<file path="config.mk">
export PLATFORM = sky130hd
export DESIGN_NAME = fixed_point_pi_controller_unit
export DESIGN_NICKNAME = d
export VERILOG_FILES = /design/src/fppi_pkg.sv /design/src/fppi_calc.sv /design/src/fixed_point_pi_controller_unit.sv
export SDC_FILE = /design/constraint.sdc
export NUM_CORES = 2
export LEC_CHECK = 0
export BUFFER_PORTS_ARGS = -buffer_cell sky130_fd_sc_hd__buf_4
export CAP_MARGIN = 10
export CORE_MARGIN = 1
export CORE_UTILIZATION = 45
export CTS_BUF_LIST = sky130_fd_sc_hd__clkbuf_8
export DETAILED_ROUTE_END_ITERATION = 8
export GPL_ROUTABILITY_DRIVEN = 0
export PLACE_DENSITY_LB_ADDON = 0.15
export SETUP_SLACK_MARGIN = 0.15
export SLEW_MARGIN = 5
export SYNTH_ARGS = -nofsm -noshare
export SYNTH_HDL_FRONTEND = slang
export SYNTH_HIERARCHICAL = 1
export SYNTH_SLANG_ARGS = --single-unit
export TNS_END_PERCENT = 1
</file>
<file path="constraint.sdc">
create_clock -name clk -period 51.3 [get_ports clk]
set_clock_uncertainty 0.05 [all_clocks]
set_input_delay 2.565 -clock clk [delete_from_list [all_inputs] [get_ports clk]]
set_output_delay 2.565 -clock clk [all_outputs]
set_load 0.05 [all_outputs]
</file>
<file path="src/fppi_pkg.sv">
`timescale 1ns / 1ps

package fppi_pkg;

  // fraction bits of the gains and of the internal sums
  localparam int FRAC_BITS = 14;

  localparam int DATA_W   = 16;
  localparam int ERR_W    = DATA_W + 1;
  localparam int GAIN_W   = 15;
  localparam int PROD_W   = GAIN_W + ERR_W;
  localparam int INTEG_W  = 32;
  localparam int ACC_W    = INTEG_W + 1;
  localparam int SUM_W    = 33;
  localparam int CFG_W    = 32;
  localparam int CFG_IDX_W = 3;

  // output clamp limits, full scale times 2^FRAC_BITS
  localparam logic signed [SUM_W-1:0] OUT_MAX = SUM_W'(longint'(32767) <<< FRAC_BITS);
  localparam logic signed [SUM_W-1:0] OUT_MIN = SUM_W'(-(longint'(32768) <<< FRAC_BITS));

  // register indexes
  localparam logic [CFG_IDX_W-1:0] REG_KP          = CFG_IDX_W'(0);
  localparam logic [CFG_IDX_W-1:0] REG_KI          = CFG_IDX_W'(1);
  localparam logic [CFG_IDX_W-1:0] REG_INTEG_UPPER = CFG_IDX_W'(2);
  localparam logic [CFG_IDX_W-1:0] REG_INTEG_LOWER = CFG_IDX_W'(3);

  localparam logic signed [INTEG_W-1:0] INTEG_UPPER_RST = 32'sh7FFF_FFFF;
  localparam logic signed [INTEG_W-1:0] INTEG_LOWER_RST = 32'sh8000_0000;

  typedef struct packed {
    logic signed [GAIN_W-1:0]  kp;
    logic signed [GAIN_W-1:0]  ki;
    logic signed [INTEG_W-1:0] integral_upper;
    logic signed [INTEG_W-1:0] integral_lower;
  } cfg_t;

endpackage

</file>
<file path="src/fppi_calc.sv">
`timescale 1ns / 1ps

module fppi_calc (
  input  fppi_pkg::cfg_t            cfg,
  input  logic signed [15:0]        setpoint,
  input  logic signed [15:0]        feedback,
  input  logic signed [31:0]        integral_sum,
  output logic signed [31:0]        integral_next,
  output logic signed [15:0]        drive_next
);
  import fppi_pkg::*;

  logic signed [ERR_W-1:0]   err;
  logic signed [PROD_W-1:0]  p_term;
  logic signed [PROD_W-1:0]  ki_term;
  logic signed [ACC_W-1:0]   acc;
  logic signed [ACC_W-1:0]   acc_clamped;
  logic signed [INTEG_W-1:0] i_term;
  logic signed [SUM_W-1:0]   sum;
  logic signed [SUM_W-1:0]   sum_clamped;
  logic                      ki_on;

  assign err     = ERR_W'(setpoint) - ERR_W'(feedback);
  assign p_term  = PROD_W'(cfg.kp) * PROD_W'(err);
  assign ki_term = PROD_W'(cfg.ki) * PROD_W'(err);
  assign ki_on   = (cfg.ki != '0);

  // accumulator at full precision, upper bound tested first
  always_comb begin
    acc = ACC_W'(integral_sum) + ACC_W'(ki_term);
    if (acc > ACC_W'(cfg.integral_upper)) begin
      acc_clamped = ACC_W'(cfg.integral_upper);
    end else if (acc < ACC_W'(cfg.integral_lower)) begin
      acc_clamped = ACC_W'(cfg.integral_lower);
    end else begin
      acc_clamped = acc;
    end
  end

  assign integral_next = ki_on ? acc_clamped[INTEG_W-1:0] : integral_sum;
  assign i_term        = ki_on ? acc_clamped[INTEG_W-1:0] : '0;

  always_comb begin
    sum = SUM_W'(p_term) + SUM_W'(i_term);
    if (sum > OUT_MAX) begin
      sum_clamped = OUT_MAX;
    end else if (sum < OUT_MIN) begin
      sum_clamped = OUT_MIN;
    end else begin
      sum_clamped = sum;
    end
  end

  // floor shift plus round half up; limits have the round bit clear
  assign drive_next = sum_clamped[FRAC_BITS+DATA_W-1:FRAC_BITS]
                    + DATA_W'(sum_clamped[FRAC_BITS-1]);

endmodule

</file>
<file path="src/fixed_point_pi_controller_unit.sv">
`timescale 1ns / 1ps

// PI controller with a clamped integral accumulator.
// input channel: in_valid / in_stall carry one setpoint and feedback word.
// output channel: out_valid / out_stall carry one drive word per input word.
// config port: cfg_write with cfg_index and cfg_data writes kp (0), ki (1),
// integral_upper (2) and integral_lower (3); other indexes are ignored.
// write config only while no word is in flight.
// order: an accepted word is taken into the input register, and its drive is
// registered into the output register when the word moves on, which waits
// while the output is stalled.
// throughput: one word per cycle while out_stall is low, set by the single
// registered pass through both multipliers, the accumulator and the clamps.
// the integral accumulator is updated as the word leaves the input register.
// reset clears the gains, opens the integral limits fully, clears the
// accumulator and empties both registers.
// when out_stall is high the drive word holds; the input register can still
// take one more word, after which in_stall rises until the output moves.
module fixed_point_pi_controller_unit (
  input  logic                                  clk,
  input  logic                                  rst,
  input  logic                                  in_valid,
  output logic                                  in_stall,
  input  logic signed [15:0]                    setpoint,
  input  logic signed [15:0]                    feedback,
  output logic                                  out_valid,
  input  logic                                  out_stall,
  output logic signed [15:0]                    drive,
  input  logic                                  cfg_write,
  input  logic [fppi_pkg::CFG_IDX_W-1:0]        cfg_index,
  input  logic [fppi_pkg::CFG_W-1:0]            cfg_data
);
  import fppi_pkg::*;

  cfg_t                      cfg;
  logic signed [INTEG_W-1:0] integral_sum;
  logic signed [INTEG_W-1:0] integral_next;
  logic signed [DATA_W-1:0]  drive_next;
  logic                      s1_valid;
  logic signed [DATA_W-1:0]  s1_setpoint;
  logic signed [DATA_W-1:0]  s1_feedback;
  logic                      advance;
  logic                      move;
  logic                      in_take;

  assign advance  = !out_valid || !out_stall;
  assign move     = s1_valid && advance;
  assign in_stall = s1_valid && !advance;
  assign in_take  = in_valid && !in_stall;

  fppi_calc u_calc (
    .cfg           (cfg),
    .setpoint      (s1_setpoint),
    .feedback      (s1_feedback),
    .integral_sum  (integral_sum),
    .integral_next (integral_next),
    .drive_next    (drive_next)
  );

  always_ff @(posedge clk) begin
    if (rst) begin
      cfg.kp             <= '0;
      cfg.ki             <= '0;
      cfg.integral_upper <= INTEG_UPPER_RST;
      cfg.integral_lower <= INTEG_LOWER_RST;
    end else if (cfg_write) begin
      unique case (cfg_index)
        REG_KP:          cfg.kp             <= cfg_data[GAIN_W-1:0];
        REG_KI:          cfg.ki             <= cfg_data[GAIN_W-1:0];
        REG_INTEG_UPPER: cfg.integral_upper <= cfg_data[INTEG_W-1:0];
        REG_INTEG_LOWER: cfg.integral_lower <= cfg_data[INTEG_W-1:0];
        default: ;
      endcase
    end
  end

  always_ff @(posedge clk) begin
    if (rst) begin
      s1_valid     <= 1'b0;
      out_valid    <= 1'b0;
      integral_sum <= '0;
    end else begin
      if (in_take) begin
        s1_valid <= 1'b1;
      end else if (move) begin
        s1_valid <= 1'b0;
      end
      if (move) begin
        out_valid    <= 1'b1;
        integral_sum <= integral_next;
      end else if (!out_stall) begin
        out_valid <= 1'b0;
      end
    end
  end

  always_ff @(posedge clk) begin
    if (in_take) begin
      s1_setpoint <= setpoint;
      s1_feedback <= feedback;
    end
    if (move) begin
      drive <= drive_next;
    end
  end

  // input stalls only while the input register holds a word
  a_stall_needs_word: assert property (@(posedge clk) disable iff (rst)
    in_stall |-> s1_valid)
    else $error("in_stall raised with empty input register");

  // a word leaving the input register shows up on the output
  a_move_to_out: assert property (@(posedge clk) disable iff (rst)
    move |=> out_valid)
    else $error("word lost between stages");

  // accumulator holds when the integral gain is zero
  a_integ_hold: assert property (@(posedge clk) disable iff (rst)
    (move && cfg.ki == '0) |=> $stable(integral_sum))
    else $error("accumulator changed with ki zero");

  // accumulator stays inside ordered limits after an update
  a_integ_bounds: assert property (@(posedge clk) disable iff (rst)
    (move && cfg.ki != '0 && cfg.integral_lower <= cfg.integral_upper) |=>
      (integral_sum <= $past(cfg.integral_upper) &&
       integral_sum >= $past(cfg.integral_lower)))
    else $error("accumulator outside its limits");

  // accumulator only changes when a word moves
  a_integ_only_on_move: assert property (@(posedge clk) disable iff (rst)
    !move |=> $stable(integral_sum))
    else $error("accumulator changed without a word");

endmodule
</file>
==> results.json <==
{
  "outcome": "complete, no violations",
  "crit_top_cell": "fa_1",
  "postCtsHoldBufs": 0,
  "dp_hpwl_mm": 64.81,
  "vias_per_cell": 5.151,
  "p_seq_share_pct": 20.1,
  "internal_power_mw": 0.4169,
  "synthAdderAreaFrac_pct": 45.63,
  "cts_max_level": 4,
  "dpl.cell_count": 4499,
  "seq_area_frac_synth_pct": 12.38,
  "tritoncts": "yes",
  "drt-initial-drc-count": 1369,
  "stdcell_count": 4532,
  "drt-met1-wl_mm": 39.50,
  "synth_ff_type": "dfxtp_1",
  "grtUsageTotal_pct": 23.48,
  "ys_types": 85,
  "grt_pass1_vias": 24380,
  "die_area_mm2": 0.07294,
  "min_period_ns": 19.78,
  "avgSynthCellArea_um2": 8.983,
  "tns_ns": 0,
  "start_util_pct": 45.86,
  "switching_share_pct": 51.16,
  "synthSimpleGateAreaFrac_pct": 16.83,
  "fillers": 6814,
  "min_to": "cfg[14]",
  "path_max_fanout": 66,
  "pwr-share-comb_pct": 66.1,
  "clock-root-buffer": "clkbuf_8",
  "fmax_mhz": 50.55,
  "synth_edf_count": 48,
  "area_growth_pct": 6.187,
  "synth_top_area_share_pct": 34.61,
  "critPathSlowestCell": "a211oi_1",
  "yosys-top-cells-area": "fa_1, ha_1, inv_1",
  "clk-insertion-delay-late_ns": 0.57,
  "yosys.cell_count.top_type": "inv_1",
  "p_sw_mw": 0.4368,
  "drv_cap": 0,
  "post_dp_cell_area_mm2": 0.03389,
  "grt.overflow.total": 0,
  "rsz0062_at_grt": "false",
  "drv_slew": 0,
  "finalPower_mw": 0.8537,
  "fp.dieW_um": 270.1,
  "clkTransAtPathRegs_ns": 0.11,
  "grt_max_degree": 122,
  "cp.required_ns": 51.55,
  "wl_mm": 81.62,
  "utilization_pct": 48.70,
  "postSynthCellCount": 3600,
  "r2r_end": "drive[14]",
  "hold_violations": 0,
  "rows": 97,
  "drtPass1Iterations": 5,
  "cts_buffer_depth": 2,
  "cts.sinks": 176,
  "cts_resized": 0,
  "synthMuxAreaShare_pct": 4.237,
  "syn_area_mm2": 0.03234,
  "pre_cts_slack_ns": 31.61,
  "finalSetupViolations": 0,
  "worst-r2r-cell-count": 69,
  "ioPinCount": 90,
  "slew_headroom_pct": 30.16,
  "num_vias": 23350,
  "multi_input_area_mm2": 0.02505,
  "drc": 0,
  "synth_top_family_by_area": "adder cells",
  "holdWs_ns": 0.4272,
  "worst_slew_pin_slew_ns": 1.041,
  "dr_wl_met2_mm": 36.58,
  "avgRoutedWirePerCell_um": 18.01,
  "power.leakage_nw": 16.40,
  "synth-seq-cells": 176,
  "slowest_delay_ns": 0.70,
  "ff2ff_setup_slack_ns": 31.52,
  "crit_type": "flop to flop",
  "drive_gt1_share_pct": 5.709,
  "grt_antenna_before_repair": 1,
  "finalCritPeriodShare_pct": 38.56,
  "grt_pass1_wl_mm": 134.9,
  "final_net_count": 4494,
  "synth_fp_nets": 4516,
  "synthArstFlopShare_pct": 0,
  "drtAntennaViolNets": 0,
  "dr_wl_met3_mm": 4.018,
  "r2r_start": "s1_feedback[0]",
  "worstHoldStart": "cfg[14]",
  "cts_buffers": 17,
  "core_mm2": 0.07051,
  "hold_path.class": "flop to flop",
  "synthTopCellsByCount": "inv_1, fa_1, nand2_1",
  "crit_path_end_kind": "flop",
  "start_kind": "flop",
  "synth_top_cell_by_area": "fa_1",
  "die_h_um": 270.1,
  "post_cts_buffers": 0,
  "clock_power_share_pct": 13.8,
  "synth_compound_area_share_pct": 8.323,
  "hold_depth": 2,
  "synthXorXnorAreaFrac_pct": 2.113,
  "power_density_mw_per_mm2": 24.86,
  "fin_ws_ns": 31.52,
  "vdd_ir_drop_max_v": 0.00003831,
  "synth_warnings": 6,
  "crit_arrival_ns": 20.04,
  "top_layer_used": "met4",
  "design_area_mm2": 0.03434,
  "io_buffer_count": 89,
  "ff_latch_area_mm2": 0.004004
}
worst max-delay path, delay by kind of cell (launching register included):
family | cells | cell delay, ns
xor+xnor | 3 | 0.86
buf+inv | 11 | 1.42
flops | 1 | 0.39
fa+ha+maj | 17 | 7.26
simple gates | 17 | 3.92
compound gates | 21 | 5.48
flip-flops by register name (all words and copies together), names as in the netlist:
register,flops
cfg,94
out_valid,1
drive,16
integral_sum,32
s1_valid,1
s1_setpoint,16
s1_feedback,16
layer usage:
metal / vias to the layer above / global-route usage, %
li1: 11150 / -
met1: 11640 / 33.69
met2: 485 / 37.05
met3: 76 / 3.725
met4: 0 / 5.532
met5: - / 0
cell usage in the layout (no fill, tap or decap), types with 9 or more instances in the layout:
cell type,instances
nor3_1,22
nand2b_1,198
o21a_1,20
a31oi_1,14
nor2b_1,50
or3_1,10
o21ai_1,9
and3_1,15
nand4_1,18
a21oi_1,107
o21ai_0,64
o21bai_1,11
edfxtp_1,48
xnor2_1,56
nand3_1,25
clkbuf_8,18
inv_1,720
xor2_1,13
a211oi_1,27
o211ai_1,19
dfxtp_1,128
ha_1,285
mux2i_1,129
nand2_1,336
and2_1,170
nor2_1,180
a21o_1,66
fa_1,559
buf_4,126
area by class of cell:
| class | instances | area share [%] |
|---|---|---|
| Timing Repair Buffer | 127 | 2.787 |
| Inverter | 719 | 7.860 |
| Multi-Input combinational cell | 2537 | 72.96 |
| Tap cell | 940 | 3.425 |
| Clock inverter | 14 | 0.5757 |
| Clock buffer | 18 | 0.7215 |
| Antenna cell | 1 | 0.007288 |
| Sequential cell | 176 | 11.66 |
worst max path at each step:
stage / startpoint / end / slack, ns / cells after the start
6_report: s1_feedback[0] / drive[14] / 31.52 / 69
5_1_grt: s1_feedback[0] / drive[14] / 30.10 / 67
4_1_cts: s1_feedback[0] / drive[14] / 31.55 / 67
3_5_place_dp: s1_feedback[0] / drive[14] / 31.61 / 67
3_3_place_gp: s1_feedback[0] / drive[14] / 31.96 / 69
2_1_floorplan: s1_feedback[0] / drive[14] / 34.61 / 69
power groups by stage:
stage | sequential, mW | combinational (mW) | clock (mW)
2_1_floorplan | 0.193 | 0.377 | 0
3_3_place_gp | 0.175 | 0.561 | 0
3_5_place_dp | 0.175 | 0.559 | 0
4_1_cts | 0.172 | 0.564 | 0.124
5_1_grt | 0.173 | 0.628 | 0.128
6_report | 0.171 | 0.564 | 0.118
logic make-up (layout without fill, tap and decap cells):
group | count (synthesis) | after routing
simple gates | 1072 | 1072
xor+xnor | 78 | 78
other cells | 0 | 1
fa+ha+maj | 844 | 844
buf+inv | 887 | 878
flops | 176 | 176
compound gates | 407 | 407
mux | 136 | 136
No activity file was read; power rests on OpenSTA's default activity.
